--- config.mk ---
export PLATFORM = sky130hd
export DESIGN_NAME = c_source_line_breaker
export DESIGN_NICKNAME = d
export VERILOG_FILES = /design/src/rtl/clb_pkg.sv /design/src/rtl/clb_scanner.sv /design/src/rtl/clb_queue.sv /design/src/rtl/clb_emitter.sv /design/src/rtl/c_source_line_breaker.sv
export SDC_FILE = /design/constraint.sdc
export NUM_CORES = 1
export LEC_CHECK = 0
export ABC_CLOCK_PERIOD_IN_PS = 4010
export BUFFER_PORTS_ARGS = -buffer_cell sky130_fd_sc_hd__buf_2
export CORE_MARGIN = 8
export CORE_UTILIZATION = 45
export DETAILED_ROUTE_END_ITERATION = 16
export PLACE_DENSITY = 0.64
export SLEW_MARGIN = 20
export SYNTH_ARGS = -nofsm -noshare
export SYNTH_HDL_FRONTEND = slang
export SYNTH_HIERARCHICAL = 1
export SYNTH_SLANG_ARGS = --single-unit
--- constraint.sdc ---
create_clock -name clk -period 4.01 [get_ports clk]
set_clock_uncertainty 0.2 [all_clocks]
set_input_delay 0.401 -clock clk [delete_from_list [all_inputs] [get_ports clk]]
set_output_delay 0.401 -clock clk [all_outputs]
set_load 0.05 [all_outputs]
--- src/rtl/clb_pkg.sv ---
// Shared types and constants for the C source line breaker.
`default_nettype none

package clb_pkg;

    // Source beat: one byte or an end-of-stream marker.
    typedef struct packed {
        logic [7:0] in_char;
        logic       end_of_stream;
    } clb_src_t;

    // Formatted beat.
    typedef struct packed {
        logic [7:0] out_char;
        logic       char_valid;
        logic       last;
        logic [2:0] status;
        logic       finished;
    } clb_fmt_t;

    // Work for the back end: up to three result beats from one source beat.
    typedef struct packed {
        logic [2:0][7:0] ch;          // ch[0] goes out first
        logic [1:0]      beats;       // 1 to 3
        logic            data_valid;  // 0 only for the end-of-stream beat
        logic [2:0]      status;      // carried on the final beat
        logic            finished;
    } clb_job_t;

    typedef enum logic [2:0] {
        MODE_NORMAL     = 3'd0,
        MODE_COMMA      = 3'd1,
        MODE_CHAR_FIRST = 3'd2,
        MODE_CHAR_ESC   = 3'd3,
        MODE_CHAR_CLOSE = 3'd4,
        MODE_STR        = 3'd5,
        MODE_STR_ESC    = 3'd6,
        MODE_HASH       = 3'd7
    } clb_mode_t;

    typedef enum logic [2:0] {
        ST_OK           = 3'd0,
        ST_CHAR_NEWLINE = 3'd1,
        ST_CHAR_EMPTY   = 3'd2,
        ST_CHAR_UNCLOSE = 3'd3,
        ST_STR_NEWLINE  = 3'd4,
        ST_EOS_COMMA    = 3'd5,
        ST_EOS_CHAR     = 3'd6,
        ST_EOS_STR      = 3'd7
    } clb_status_t;

    localparam logic [7:0] CH_TAB    = 8'h09;
    localparam logic [7:0] CH_LF     = 8'h0A;
    localparam logic [7:0] CH_FF     = 8'h0C;
    localparam logic [7:0] CH_SPACE  = 8'h20;
    localparam logic [7:0] CH_DQUOTE = 8'h22;
    localparam logic [7:0] CH_HASH   = 8'h23;
    localparam logic [7:0] CH_SQUOTE = 8'h27;
    localparam logic [7:0] CH_COMMA  = 8'h2C;
    localparam logic [7:0] CH_ZERO   = 8'h30;
    localparam logic [7:0] CH_SEVEN  = 8'h37;
    localparam logic [7:0] CH_COLON  = 8'h3A;
    localparam logic [7:0] CH_SEMI   = 8'h3B;
    localparam logic [7:0] CH_QMARK  = 8'h3F;
    localparam logic [7:0] CH_BSLASH = 8'h5C;
    localparam logic [7:0] CH_LBRACE = 8'h7B;
    localparam logic [7:0] CH_RBRACE = 8'h7D;

endpackage

`default_nettype wire

--- src/rtl/clb_scanner.sv ---
// Front end: scanner state machine, turns each source beat that yields output into a job.
`default_nettype none

module clb_scanner
(
    input  wire logic              clk,
    input  wire logic              rst_n,
    input  wire logic              src_valid,
    output logic                   src_stall,
    input  wire clb_pkg::clb_src_t src_data,
    input  wire logic              queue_full,
    output logic                   push,
    output clb_pkg::clb_job_t      push_job
);

    clb_pkg::clb_mode_t mode_reg, mode_next;
    logic               als_reg, als_next;     // output at line start
    logic [1:0]         oct_reg, oct_next;     // octal digits in escape

    // result of scanning the current byte
    clb_pkg::clb_mode_t mode_a;
    logic               als_a;
    logic [1:0]         oct_a;
    logic [2:0][7:0]    ch_a;
    logic [1:0]         n_a;
    logic [2:0]         st_a;
    logic [2:0]         eos_st;

    logic [7:0] c;
    logic       accept;
    logic       eos;

    assign c         = src_data.in_char;
    assign eos       = src_data.end_of_stream;
    assign src_stall = queue_full;
    assign accept    = src_valid && !queue_full;

    always_comb
    begin
        logic run_normal;
        logic run_close;
        logic run_str;
        logic is_oct;

        mode_a     = mode_reg;
        als_a      = als_reg;
        oct_a      = oct_reg;
        ch_a       = '0;
        n_a        = 2'd0;
        st_a       = clb_pkg::ST_OK;
        run_normal = 1'b0;
        run_close  = 1'b0;
        run_str    = 1'b0;
        is_oct     = (c >= clb_pkg::CH_ZERO) && (c <= clb_pkg::CH_SEVEN);

        case (mode_reg)
            clb_pkg::MODE_COMMA:
            begin
                if (c != clb_pkg::CH_SPACE && c != clb_pkg::CH_TAB)
                begin
                    mode_a = clb_pkg::MODE_NORMAL;
                    if (c == clb_pkg::CH_LF)
                    begin
                        ch_a[n_a] = c;
                        n_a       = n_a + 2'd1;
                        als_a     = 1'b1;
                    end
                    else
                    begin
                        ch_a[n_a]  = clb_pkg::CH_SPACE;
                        n_a        = n_a + 2'd1;
                        run_normal = 1'b1;
                    end
                end
            end
            clb_pkg::MODE_CHAR_FIRST:
            begin
                ch_a[n_a] = c;
                n_a       = n_a + 2'd1;
                if (c == clb_pkg::CH_LF)
                begin
                    st_a   = clb_pkg::ST_CHAR_NEWLINE;
                    als_a  = 1'b1;
                    mode_a = clb_pkg::MODE_NORMAL;
                end
                else if (c == clb_pkg::CH_SQUOTE)
                begin
                    st_a   = clb_pkg::ST_CHAR_EMPTY;
                    mode_a = clb_pkg::MODE_NORMAL;
                end
                else if (c == clb_pkg::CH_BSLASH)
                begin
                    oct_a  = 2'd0;
                    mode_a = clb_pkg::MODE_CHAR_ESC;
                end
                else
                begin
                    mode_a = clb_pkg::MODE_CHAR_CLOSE;
                end
            end
            clb_pkg::MODE_CHAR_ESC, clb_pkg::MODE_STR_ESC:
            begin
                if (is_oct)
                begin
                    ch_a[n_a] = c;
                    n_a       = n_a + 2'd1;
                    if (oct_reg >= 2'd2)
                    begin
                        oct_a  = 2'd0;
                        mode_a = (mode_reg == clb_pkg::MODE_CHAR_ESC) ?
                                 clb_pkg::MODE_CHAR_CLOSE : clb_pkg::MODE_STR;
                    end
                    else
                    begin
                        oct_a = oct_reg + 2'd1;
                    end
                end
                else if (oct_reg == 2'd0)
                begin
                    ch_a[n_a] = c;
                    n_a       = n_a + 2'd1;
                    mode_a    = (mode_reg == clb_pkg::MODE_CHAR_ESC) ?
                                clb_pkg::MODE_CHAR_CLOSE : clb_pkg::MODE_STR;
                end
                else
                begin
                    // escape ends early, byte belongs to the literal body
                    oct_a = 2'd0;
                    if (mode_reg == clb_pkg::MODE_CHAR_ESC)
                        run_close = 1'b1;
                    else
                        run_str = 1'b1;
                end
            end
            clb_pkg::MODE_CHAR_CLOSE:
            begin
                run_close = 1'b1;
            end
            clb_pkg::MODE_STR:
            begin
                run_str = 1'b1;
            end
            clb_pkg::MODE_HASH:
            begin
                if (c == clb_pkg::CH_LF)
                    mode_a = clb_pkg::MODE_NORMAL;
            end
            default:
            begin
                mode_a     = clb_pkg::MODE_NORMAL;
                run_normal = 1'b1;
            end
        endcase

        if (run_normal)
        begin
            case (c)
                clb_pkg::CH_FF:
                begin
                end
                clb_pkg::CH_COMMA:
                begin
                    ch_a[n_a] = c;
                    n_a       = n_a + 2'd1;
                    mode_a    = clb_pkg::MODE_COMMA;
                end
                clb_pkg::CH_SEMI, clb_pkg::CH_COLON, clb_pkg::CH_QMARK,
                clb_pkg::CH_RBRACE:
                begin
                    ch_a[n_a] = c;
                    n_a       = n_a + 2'd1;
                    ch_a[n_a] = clb_pkg::CH_LF;
                    n_a       = n_a + 2'd1;
                    als_a     = 1'b1;
                end
                clb_pkg::CH_LF:
                begin
                    if (!als_reg)
                    begin
                        ch_a[n_a] = clb_pkg::CH_LF;
                        n_a       = n_a + 2'd1;
                        als_a     = 1'b1;
                    end
                end
                clb_pkg::CH_SQUOTE:
                begin
                    ch_a[n_a] = c;
                    n_a       = n_a + 2'd1;
                    mode_a    = clb_pkg::MODE_CHAR_FIRST;
                end
                clb_pkg::CH_DQUOTE:
                begin
                    als_a     = 1'b0;
                    ch_a[n_a] = c;
                    n_a       = n_a + 2'd1;
                    mode_a    = clb_pkg::MODE_STR;
                end
                clb_pkg::CH_HASH:
                begin
                    if (als_reg)
                    begin
                        mode_a = clb_pkg::MODE_HASH;
                    end
                    else
                    begin
                        ch_a[n_a] = c;
                        n_a       = n_a + 2'd1;
                    end
                end
                clb_pkg::CH_LBRACE:
                begin
                    if (!als_reg)
                    begin
                        ch_a[n_a] = clb_pkg::CH_LF;
                        n_a       = n_a + 2'd1;
                    end
                    als_a     = 1'b0;
                    ch_a[n_a] = c;
                    n_a       = n_a + 2'd1;
                end
                default:
                begin
                    als_a     = 1'b0;
                    ch_a[n_a] = c;
                    n_a       = n_a + 2'd1;
                end
            endcase
        end

        if (run_close)
        begin
            ch_a[n_a] = c;
            n_a       = n_a + 2'd1;
            if (c != clb_pkg::CH_SQUOTE)
                st_a = clb_pkg::ST_CHAR_UNCLOSE;
            mode_a = clb_pkg::MODE_NORMAL;
        end

        if (run_str)
        begin
            ch_a[n_a] = c;
            n_a       = n_a + 2'd1;
            if (c == clb_pkg::CH_LF)
            begin
                st_a   = clb_pkg::ST_STR_NEWLINE;
                als_a  = 1'b1;
                mode_a = clb_pkg::MODE_NORMAL;
            end
            else if (c == clb_pkg::CH_DQUOTE)
            begin
                mode_a = clb_pkg::MODE_NORMAL;
            end
            else if (c == clb_pkg::CH_BSLASH)
            begin
                oct_a  = 2'd0;
                mode_a = clb_pkg::MODE_STR_ESC;
            end
        end
    end

    always_comb
    begin
        case (mode_reg)
            clb_pkg::MODE_COMMA:
                eos_st = clb_pkg::ST_EOS_COMMA;
            clb_pkg::MODE_CHAR_FIRST, clb_pkg::MODE_CHAR_ESC, clb_pkg::MODE_CHAR_CLOSE:
                eos_st = clb_pkg::ST_EOS_CHAR;
            clb_pkg::MODE_STR, clb_pkg::MODE_STR_ESC:
                eos_st = clb_pkg::ST_EOS_STR;
            default:
                eos_st = clb_pkg::ST_OK;
        endcase
    end

    // next state
    always_comb
    begin
        mode_next = mode_reg;
        als_next  = als_reg;
        oct_next  = oct_reg;
        if (accept)
        begin
            if (eos)
            begin
                mode_next = clb_pkg::MODE_NORMAL;
                als_next  = 1'b1;
                oct_next  = 2'd0;
            end
            else
            begin
                mode_next = mode_a;
                als_next  = als_a;
                oct_next  = oct_a;
            end
        end
    end

    // outputs: one job per source beat that yields anything
    always_comb
    begin
        push_job = '0;
        if (eos)
        begin
            push_job.beats      = 2'd1;
            push_job.data_valid = 1'b0;
            push_job.status     = eos_st;
            push_job.finished   = 1'b1;
        end
        else
        begin
            push_job.ch         = ch_a;
            push_job.beats      = n_a;
            push_job.data_valid = 1'b1;
            push_job.status     = st_a;
            push_job.finished   = 1'b0;
        end
        push = accept && (eos || n_a != 2'd0);
    end

    always_ff @(posedge clk or negedge rst_n)
    begin
        if (!rst_n)
        begin
            mode_reg <= clb_pkg::MODE_NORMAL;
            als_reg  <= 1'b1;
            oct_reg  <= 2'd0;
        end
        else
        begin
            mode_reg <= mode_next;
            als_reg  <= als_next;
            oct_reg  <= oct_next;
        end
    end

endmodule

`default_nettype wire

--- src/rtl/clb_queue.sv ---
// Job queue between scanner and emitter.
`default_nettype none

module clb_queue
#(
    parameter int DEPTH = 4
)
(
    input  wire logic              clk,
    input  wire logic              rst_n,
    input  wire logic              push,
    input  wire clb_pkg::clb_job_t push_job,
    output logic                   full,
    input  wire logic              pop,
    output clb_pkg::clb_job_t      pop_job,
    output logic                   not_empty
);

    localparam int PTR_W = (DEPTH > 1) ? $clog2(DEPTH) : 1;
    localparam int CNT_W = $clog2(DEPTH + 1);

    clb_pkg::clb_job_t slot_reg [DEPTH];

    logic [PTR_W-1:0] wr_ptr_reg, wr_ptr_next;
    logic [PTR_W-1:0] rd_ptr_reg, rd_ptr_next;
    logic [CNT_W-1:0] count_reg, count_next;

    assign full      = (count_reg == CNT_W'(DEPTH));
    assign not_empty = (count_reg != '0);
    assign pop_job   = slot_reg[rd_ptr_reg];

    always_comb
    begin
        wr_ptr_next = wr_ptr_reg;
        rd_ptr_next = rd_ptr_reg;
        count_next  = count_reg;
        if (push)
            wr_ptr_next = (wr_ptr_reg == PTR_W'(DEPTH - 1)) ? '0 : wr_ptr_reg + PTR_W'(1);
        if (pop)
            rd_ptr_next = (rd_ptr_reg == PTR_W'(DEPTH - 1)) ? '0 : rd_ptr_reg + PTR_W'(1);
        if (push && !pop)
            count_next = count_reg + CNT_W'(1);
        else if (pop && !push)
            count_next = count_reg - CNT_W'(1);
    end

    always_ff @(posedge clk)
    begin
        if (push)
            slot_reg[wr_ptr_reg] <= push_job;
    end

    always_ff @(posedge clk or negedge rst_n)
    begin
        if (!rst_n)
        begin
            wr_ptr_reg <= '0;
            rd_ptr_reg <= '0;
            count_reg  <= '0;
        end
        else
        begin
            wr_ptr_reg <= wr_ptr_next;
            rd_ptr_reg <= rd_ptr_next;
            count_reg  <= count_next;
        end
    end

endmodule

`default_nettype wire

--- src/rtl/clb_emitter.sv ---
// Back end: plays out each job one output beat per cycle while fmt_stall is low.
`default_nettype none

module clb_emitter
(
    input  wire logic              clk,
    input  wire logic              rst_n,
    input  wire logic              job_valid,
    input  wire clb_pkg::clb_job_t job,
    output logic                   pop,
    output logic                   fmt_valid,
    input  wire logic              fmt_stall,
    output clb_pkg::clb_fmt_t      fmt_data
);

    clb_pkg::clb_job_t job_reg, job_next;
    logic [1:0]        idx_reg, idx_next;
    logic              busy_reg, busy_next;

    logic advance;
    logic at_end;

    assign advance = busy_reg && !fmt_stall;
    assign at_end  = (idx_reg == job_reg.beats - 2'd1);
    assign pop     = job_valid && (!busy_reg || (advance && at_end));

    always_comb
    begin
        job_next  = job_reg;
        idx_next  = idx_reg;
        busy_next = busy_reg;
        if (pop)
        begin
            job_next  = job;
            idx_next  = 2'd0;
            busy_next = 1'b1;
        end
        else if (advance)
        begin
            if (at_end)
                busy_next = 1'b0;
            else
                idx_next = idx_reg + 2'd1;
        end
    end

    always_comb
    begin
        fmt_valid           = busy_reg;
        fmt_data.out_char   = job_reg.data_valid ? job_reg.ch[idx_reg] : 8'd0;
        fmt_data.char_valid = job_reg.data_valid;
        fmt_data.last       = at_end;
        fmt_data.status     = at_end ? job_reg.status : clb_pkg::ST_OK;
        fmt_data.finished   = job_reg.finished;
    end

    always_ff @(posedge clk)
    begin
        job_reg <= job_next;
    end

    always_ff @(posedge clk or negedge rst_n)
    begin
        if (!rst_n)
        begin
            idx_reg  <= 2'd0;
            busy_reg <= 1'b0;
        end
        else
        begin
            idx_reg  <= idx_next;
            busy_reg <= busy_next;
        end
    end

endmodule

`default_nettype wire

--- src/rtl/c_source_line_breaker.sv ---
// Top level of the C source line breaker: scanner, job queue, emitter.
//
//  channel | dir | handshake          | beat
//  --------+-----+--------------------+-----------------------------------------
//  src     | in  | src_valid/src_stall | clb_src_t: in_char, end_of_stream
//  fmt     | out | fmt_valid/fmt_stall | clb_fmt_t: out_char, char_valid, last,
//          |     |                    |            status, finished
//
//  The scanner takes one source beat per cycle whenever the job queue has room;
//  scanner state updates in the cycle of acceptance.
//  A source beat yields zero to three output beats; the emitter sends one per
//  cycle while fmt_stall is low, and the queue (QUEUE_DEPTH jobs) soaks up the
//  difference. From src accept, a job passes the queue slot and then the
//  emitter job register before its first fmt beat.
//  Reset (rst_n low, async) puts the scanner in normal text at line start and
//  empties queue and emitter. src_stall is high only while the queue is full.
`default_nettype none

module c_source_line_breaker
#(
    parameter int QUEUE_DEPTH = 4
)
(
    input  wire logic              clk,
    input  wire logic              rst_n,
    input  wire logic              src_valid,
    output logic                   src_stall,
    input  wire clb_pkg::clb_src_t src_data,
    output logic                   fmt_valid,
    input  wire logic              fmt_stall,
    output clb_pkg::clb_fmt_t      fmt_data
);

    logic              queue_full;
    logic              push;
    clb_pkg::clb_job_t push_job;
    logic              pop;
    clb_pkg::clb_job_t pop_job;
    logic              job_valid;

    // Front: classify byte, update scanner state, build job.
    clb_scanner u_scanner
    (
        .clk        (clk),
        .rst_n      (rst_n),
        .src_valid  (src_valid),
        .src_stall  (src_stall),
        .src_data   (src_data),
        .queue_full (queue_full),
        .push       (push),
        .push_job   (push_job)
    );

    // Jobs wait here so each side stalls on its own.
    clb_queue #(
        .DEPTH (QUEUE_DEPTH)
    ) u_queue
    (
        .clk       (clk),
        .rst_n     (rst_n),
        .push      (push),
        .push_job  (push_job),
        .full      (queue_full),
        .pop       (pop),
        .pop_job   (pop_job),
        .not_empty (job_valid)
    );

    // Back: one output beat per cycle while fmt_stall is low, last/status on the final beat of a job.
    clb_emitter u_emitter
    (
        .clk       (clk),
        .rst_n     (rst_n),
        .job_valid (job_valid),
        .job       (pop_job),
        .pop       (pop),
        .fmt_valid (fmt_valid),
        .fmt_stall (fmt_stall),
        .fmt_data  (fmt_data)
    );

endmodule

`default_nettype wire

==> After elaboration in Yosys (flattened, before gate mapping) <==
Memories as Yosys holds them, arrays and structs flattened. A register that Yosys moved wholly into a read port is not among the register bits.
Cells that the tools add are included.
{ "word_totals": {"regBits": 16, "latchBits": 0, "ramBits": 124, "romBits": 0, "inputBits": 13, "output_inout_bits": 16, "wordCells": 220, "mem_count": 1} }
{ "op_classes": {"add_sub_neg": 12, "n_mul": 0, "div_mod_pow": 0, "magnitude_cmp": 14, "eq_ne": 27, "shifts": 0, "n_mux": 115, "bitwise": 6, "reduce_logical": 37} }
{ "mem_list": {"columns": ["memory", "words", "word_bits", "rd", "rd_clocked_by_memory_dff", "wr", "line_no", "rtl"], "rows": [
  ["u_queue.slot_reg", 4, 31, 1, 1, 1, "clb_queue.sv:22", "clb_pkg::clb_job_t slot_reg [DEPTH];"]
]} }
{ "op_table": {"columns": ["op", "count"], "rows": [
  ["24-bit 2-to-1 mux", 8],
  ["24-bit case mux with 5 select lines", 1],
  ["24-bit bitwise mux", 4],
  ["8-bit 2-to-1 mux", 11],
  ["8-bit demux with 2-bit select", 5],
  ["3-bit 2-to-1 mux", 25],
  ["8-bit by 6-bit equality test with 1-bit output, second input constant", 7],
  ["2-bit 2-to-1 mux", 24],
  ["18-bit NOT", 2],
  ["8-bit by 7-bit equality test with 1-bit output, second input constant", 3],
  ["8-bit case mux with 3 select lines", 1],
  ["1-bit 2-to-1 mux", 23],
  ["2-bit by 1-bit adder with 2-bit output, second input constant", 9],
  ["18-bit AND", 1],
  ["6-bit by 18-bit AND with 18-bit output", 1],
  ["2-bit by 3-bit less-than comparator with 1-bit output, second input constant", 6],
  ["8-bit binary-select mux with 2-bit select", 1],
  ["8-bit by 4-bit equality test with 1-bit output, second input constant", 2],
  ["8-bit by 6-bit != test with 1-bit output, second input constant", 2],
  ["3-bit equality test, second input constant", 5],
  ["3-bit case mux with 5 select lines", 1],
  ["1-bit logical AND", 14],
  ["3-bit case mux with 4 select lines", 1],
  ["2-bit by 1-bit >= comparator with 1-bit output, second input constant", 5],
  ["31 further kinds", 49]
]} }

==> Logic depth before layout (Yosys ltp) <==
{ "logic_depth": {"word_depth": 22, "ltp_mapped": 18, "depth_no_buf": 17} }

==> By module <==
The synthesis kept the hierarchy.
{ "modules_own_cells": {"columns": ["mod", "n_inst", "cells_per_inst", "area_per_inst_um2", "seq_area_each_um2"], "rows": [
  ["clb_queue", 1, 199, 4932.2, 3898.7],
  ["clb_scanner", 1, 293, 1971.9, 151.4],
  ["clb_emitter", 1, 109, 1512.7, 1006.0]
]} }

==> Worst setup path after synthesis <==
No wires, ideal clock.
{ "synth_path": {"path_kind": "input port to flip-flop", "start": "in src_data[4] in the netlist's numbering", "end": "mem u_queue/slot_reg[0][22] in the netlist's numbering, data pin", "setup_time_ns": 0.281, "t_arrival_ns": 3.922, "t_required_ns": 3.529, "slack_ns": -0.393, "path_stages": 18, "n_path_buf": 1, "path_cell_list": "buf_2 -> and3b_1 -> o211a_1 -> or3_1 -> nand2_1 -> ha_1 -> nand4_1 -> o21ai_0 -> nor4_1 -> a21o_1 -> ha_1 -> o21a_1 -> ha_1 -> and2_1 -> o21ai_0 -> nand2_1 -> o22ai_1 -> nor2_1"} }
{ "synth_lines": {"columns": ["item", "line_no", "rtl"], "rows": [
  ["from (decl)", "c_source_line_breaker.sv:28", "input wire clb_pkg::clb_src_t src_data,"],
  ["to (decl)", "clb_queue.sv:22", null]
]} }

==> results.txt <==
- The worst setup path is captured at a flip-flop.
* Largest fanout on the critical path: 6
- Die height: 153 um
- The Yosys step of the flow raised 6 warnings.
- Worst hold path stage count: 3
- Via count of the first global-routing pass: 5545
- In this run, CTS created clock tree buffers numbering 17.
* Nets: 716
- Measured along the x axis, the die boundary spans 153 um.
- 0 antenna diodes ended up in the layout.
* Initial cell density of the core: between 40% and 50%
- Routed len/inst: 20.7 um
- The worst hold path begins at fmt_stall.
- Power spread over the standard cell area amounts to 598 mW/mm^2.
* Data required time of the worst path: 4.07 ns
- The sequential cells in the finished layout cover a total of 0.00506 mm^2.
- The layout has 1513 filler cells.
* Setup Slack @ Placement: -0.219 ns
* Global-route congestion overflow total: 0
* Critical path's slowest cell: sky130_fd_sc_hd__a2111oi_1
- Clock-pin slew reported for the worst setup and hold paths after clock tree synthesis: 0.07 ns
* Number of flip-flops in the largest register: 124
* Ordered cell list for the critical path: buf_6 > nor3b_4 > a31o_2 > nor2_4 > nand2_4 > ha_4 > nand4_1 > o21ai_1 > nor4_2 > a21o_1 > ha_4 > inv_1 > a2111oi_1 > buf_4 > o21ai_2 > nand2_2 > o22ai_4 > buf_12 > nor2_2
- Entering global routing, the biggest net connects 34 pins.
- For the pin with the worst max-slew slack, the measured transition is 0.806 ns.
- Most frequent cells after synthesis: 155 x sky130_fd_sc_hd__edfxtp_1, 46 x sky130_fd_sc_hd__nand2_1, 39 x sky130_fd_sc_hd__nor2_1, 28 x sky130_fd_sc_hd__mux4_2
- The routed design has 19300 um of wire.
* Worst Reg-to-Reg Cells: 19
- After synthesis, flip-flops and latches occupy 60.1% of the total area.
* Crit Reg-Reg Startpoint: u_scanner/mode_reg[1]
- Critical R2R Capture: u_queue/slot_reg[2][22]
- Count of input and output buffers: 28
* Area of the mapped netlist: between 0.008 and 0.009 mm^2
- Type of the setup path with the least slack: flip-flop to flip-flop
- The tightest min-delay check is of the primary input to flip-flop type.
- Number of failing setup endpoints in the final timing report: 16
- In the final layout, the share of cells above drive strength 1 is 36.1%.
- Core utilization of the finished layout: between 50% and 60%
* Maximum clock frequency: 248 MHz
- The HPWL after detailed placement is ~14000 um.
- Detailed routing inserted a total of 5405 vias.
* Predominant post-synthesis flop cell: sky130_fd_sc_hd__edfxtp_1
* Largest cells by area after synthesis: sky130_fd_sc_hd__edfxtp_1 55%, sky130_fd_sc_hd__mux4_2 7.5%, sky130_fd_sc_hd__dfrtp_1 4.5%
* Count of routing violations after the opening detailed-route iteration: 360
- LEAKAGE: between 3 and 4 nW
* Run status: finished with violations
* Min cycle time layout: 4.03 ns
- sky130_fd_sc_hd__edfxtp_1 is the most common cell in the netlist.
- In this run the tightest slew margin relative to its limit is a little under half.
* Max-Cap Viols: 0
* Arr. time, crit path: 4.08 ns
- In this run the mean area of a mapped cell was about 14 um^2.
- The first global-routing pass estimated 30300 um of wire.
* Antenna-violating nets left: 0
- Antenna violations before repair: 0
- Number of top-level design ports: 29
- The H-tree generated during clock tree synthesis spans 4 levels.
* Final Total Pwr: 6.08 mW
* Violated checks: negative setup slack
* Total die area: 0.0233 mm^2
- Critical path launch point: u_scanner/mode_reg[1]
- The number of different library cells used by synthesis comes to 89.
- Yosys reg bits: 171
* Syn Nets: 629
- Total number of placement rows: 50
* Number of cells produced by synthesis: 601
- Proportion of register bits with asynchronous set or reset after synthesis: 9.36%
- Maximum single-stage delay on the critical path: 0.54 ns
- In this run, synthesis inferred 155 flip-flops with an integrated enable.
* Length of the first detailed-routing pass in iterations: 5
- P&R area growth vs syn: 20.8%
- Global routing used 16.6% of the available tracks across all layers.
- CTS tree: yes
- Category of the worst setup path launch point: flip-flop
- Routability-driven placement finished with a final weighted congestion of 0.944.
* Buffer type at the clock tree root: sky130_fd_sc_hd__clkbuf_16
- The worst-case IR drop observed on VDD is 0.000344 V.
* Later-pin clock latency in the skew report: 0.42 ns
- For this design, the sink count on the clock tree is roughly 170.
- Counting stages on the worst path, the most repeated cell is sky130_fd_sc_hd__ha_4.
* Final Hold Fails: 0
* DRC violation count after routing: 0
* Avg Vias per Cell: 5.78
* RSZ-0062 raised after global routing: true
* Core Footprint: roughly 0.019 mm^2
- The worst hold path terminates at u_emitter/idx_reg[0].
* Final-report max-slew violation count: 0
- Maximum buffer depth of the clock tree: 2
- Of all cell types, the one taking the most synthesized area is sky130_fd_sc_hd__edfxtp_1.
- Summing all multi-input logic gate instances after layout gives 0.00333 mm^2.
- The worst path uses 100% of the clock period.
- In this run the register-to-register setup slack is -0.02 ns.
* Top cell type's share of synthesized area: between 50% and 60%
- Final setup slack of the worst path: -0.0159 ns
cell usage in the layout, fill, tap and decap left out, types with 5 or more instances in the layout:
cell,instances
sky130_fd_sc_hd__and2_1,7
sky130_fd_sc_hd__nor2_4,5
sky130_fd_sc_hd__dfrtp_1,10
sky130_fd_sc_hd__or2_2,9
sky130_fd_sc_hd__ha_1,8
sky130_fd_sc_hd__edfxtp_1,155
sky130_fd_sc_hd__o21ai_1,6
sky130_fd_sc_hd__nor2_1,25
sky130_fd_sc_hd__inv_1,21
sky130_fd_sc_hd__o22ai_1,7
sky130_fd_sc_hd__nand2b_1,10
sky130_fd_sc_hd__buf_12,7
sky130_fd_sc_hd__a21boi_0,8
sky130_fd_sc_hd__o21ai_0,18
sky130_fd_sc_hd__clkbuf_16,17
sky130_fd_sc_hd__nor2b_1,8
sky130_fd_sc_hd__mux4_2,28
sky130_fd_sc_hd__dfrtp_2,5
sky130_fd_sc_hd__a31oi_1,8
sky130_fd_sc_hd__inv_6,6
sky130_fd_sc_hd__buf_2,28
sky130_fd_sc_hd__nor3_1,8
sky130_fd_sc_hd__a21oi_1,13
sky130_fd_sc_hd__nor2_2,9
sky130_fd_sc_hd__mux2i_1,10
sky130_fd_sc_hd__nand2_1,44
sky130_fd_sc_hd__buf_4,66
how the worst max path moves through the flow:
stage	to	slack [ns]	cells after the start
floorplan	u_queue/slot_reg[0][11]	-0.03	17
global placement	u_queue/slot_reg[2][21]	-0.11	18
detailed placement	u_queue/slot_reg[0][21]	-0.22	18
CTS	u_queue/slot_reg[3][16]	0.03	17
global route	u_queue/slot_reg[1][20]	-0.20	19
finish	u_queue/slot_reg[2][22]	-0.02	19
critical path: cells and delay by family, from the launching register on:
family	cells	cell delay [ns]
AND/OR/NAND/NOR	7	1.00
AO/OA/AOI/OAI	6	1.26
adder cells (fa/ha/maj)	2	0.38
buffers and inverters	4	0.58
flip-flops	1	0.45
cells by family after synthesis:
group                    Yosys count  share of synthesized area (%)
AND/OR/NAND/NOR                  178                           11.7
flip-flops                       171                           60.1
AO/OA/AOI/OAI                    128                           11.1
buffers and inverters             60                           4.13
multiplexers                      44                           10.0
adder cells (fa/ha/maj)           15                           2.32
XOR/XNOR                           5                          0.610
routing by layer:
layer  track usage, %  vias up  part of all wire, %
li1                 -     2516                    -
met1             20.6     2731                   44
met2             28.6      139                   51
met3             3.74       19                  4.0
met4             4.90        0                  1.1
met5                0        -                    0
power breakdown:
part	internal, mW	total [mW]	switching [mW]
logic	0.777	1.73	0.954
clock network	0.829	1.56	0.736
registers	2.47	2.78	0.316
total	4.07	6.08	2.01
per-stage QoR:
stage / setup TNS [ns] / hold slack (ns) / std cells / area, um^2
detailed placement: -11.95 / 0.174 / 894 / 9280
global placement: -4.03 / 0.170 / 894 / 9280
floorplan: -0.836 / -0.0946 / 601 / 8530
global route: -7.75 / 0.244 / 935 / 10200
finish: -0.104 / 0.244 / 935 / 10200
CTS: 0 / 0.228 / 931 / 9960
what timing repair did:
item / CTS / global route
resized for setup: 13 / 36
pin swaps: 10 / 25
hold buffers: 1 / 0
setup endpoints to repair: 66 / 94
buffers inserted: 5 / 4
endpoints found under the hold margin: 15 / 0
final cells by class:
cell class | count | area share, %
Inverter | 23 | 0.849
Sequential cell | 171 | 49.8
Multi-Input combinational cell | 370 | 32.7
Clock buffer | 17 | 4.19
Clock inverter | 15 | 1.50
Tap cell | 234 | 2.88
Timing Repair Buffer | 105 | 8.06
Note: power is estimated with default switching activity, not from simulation.
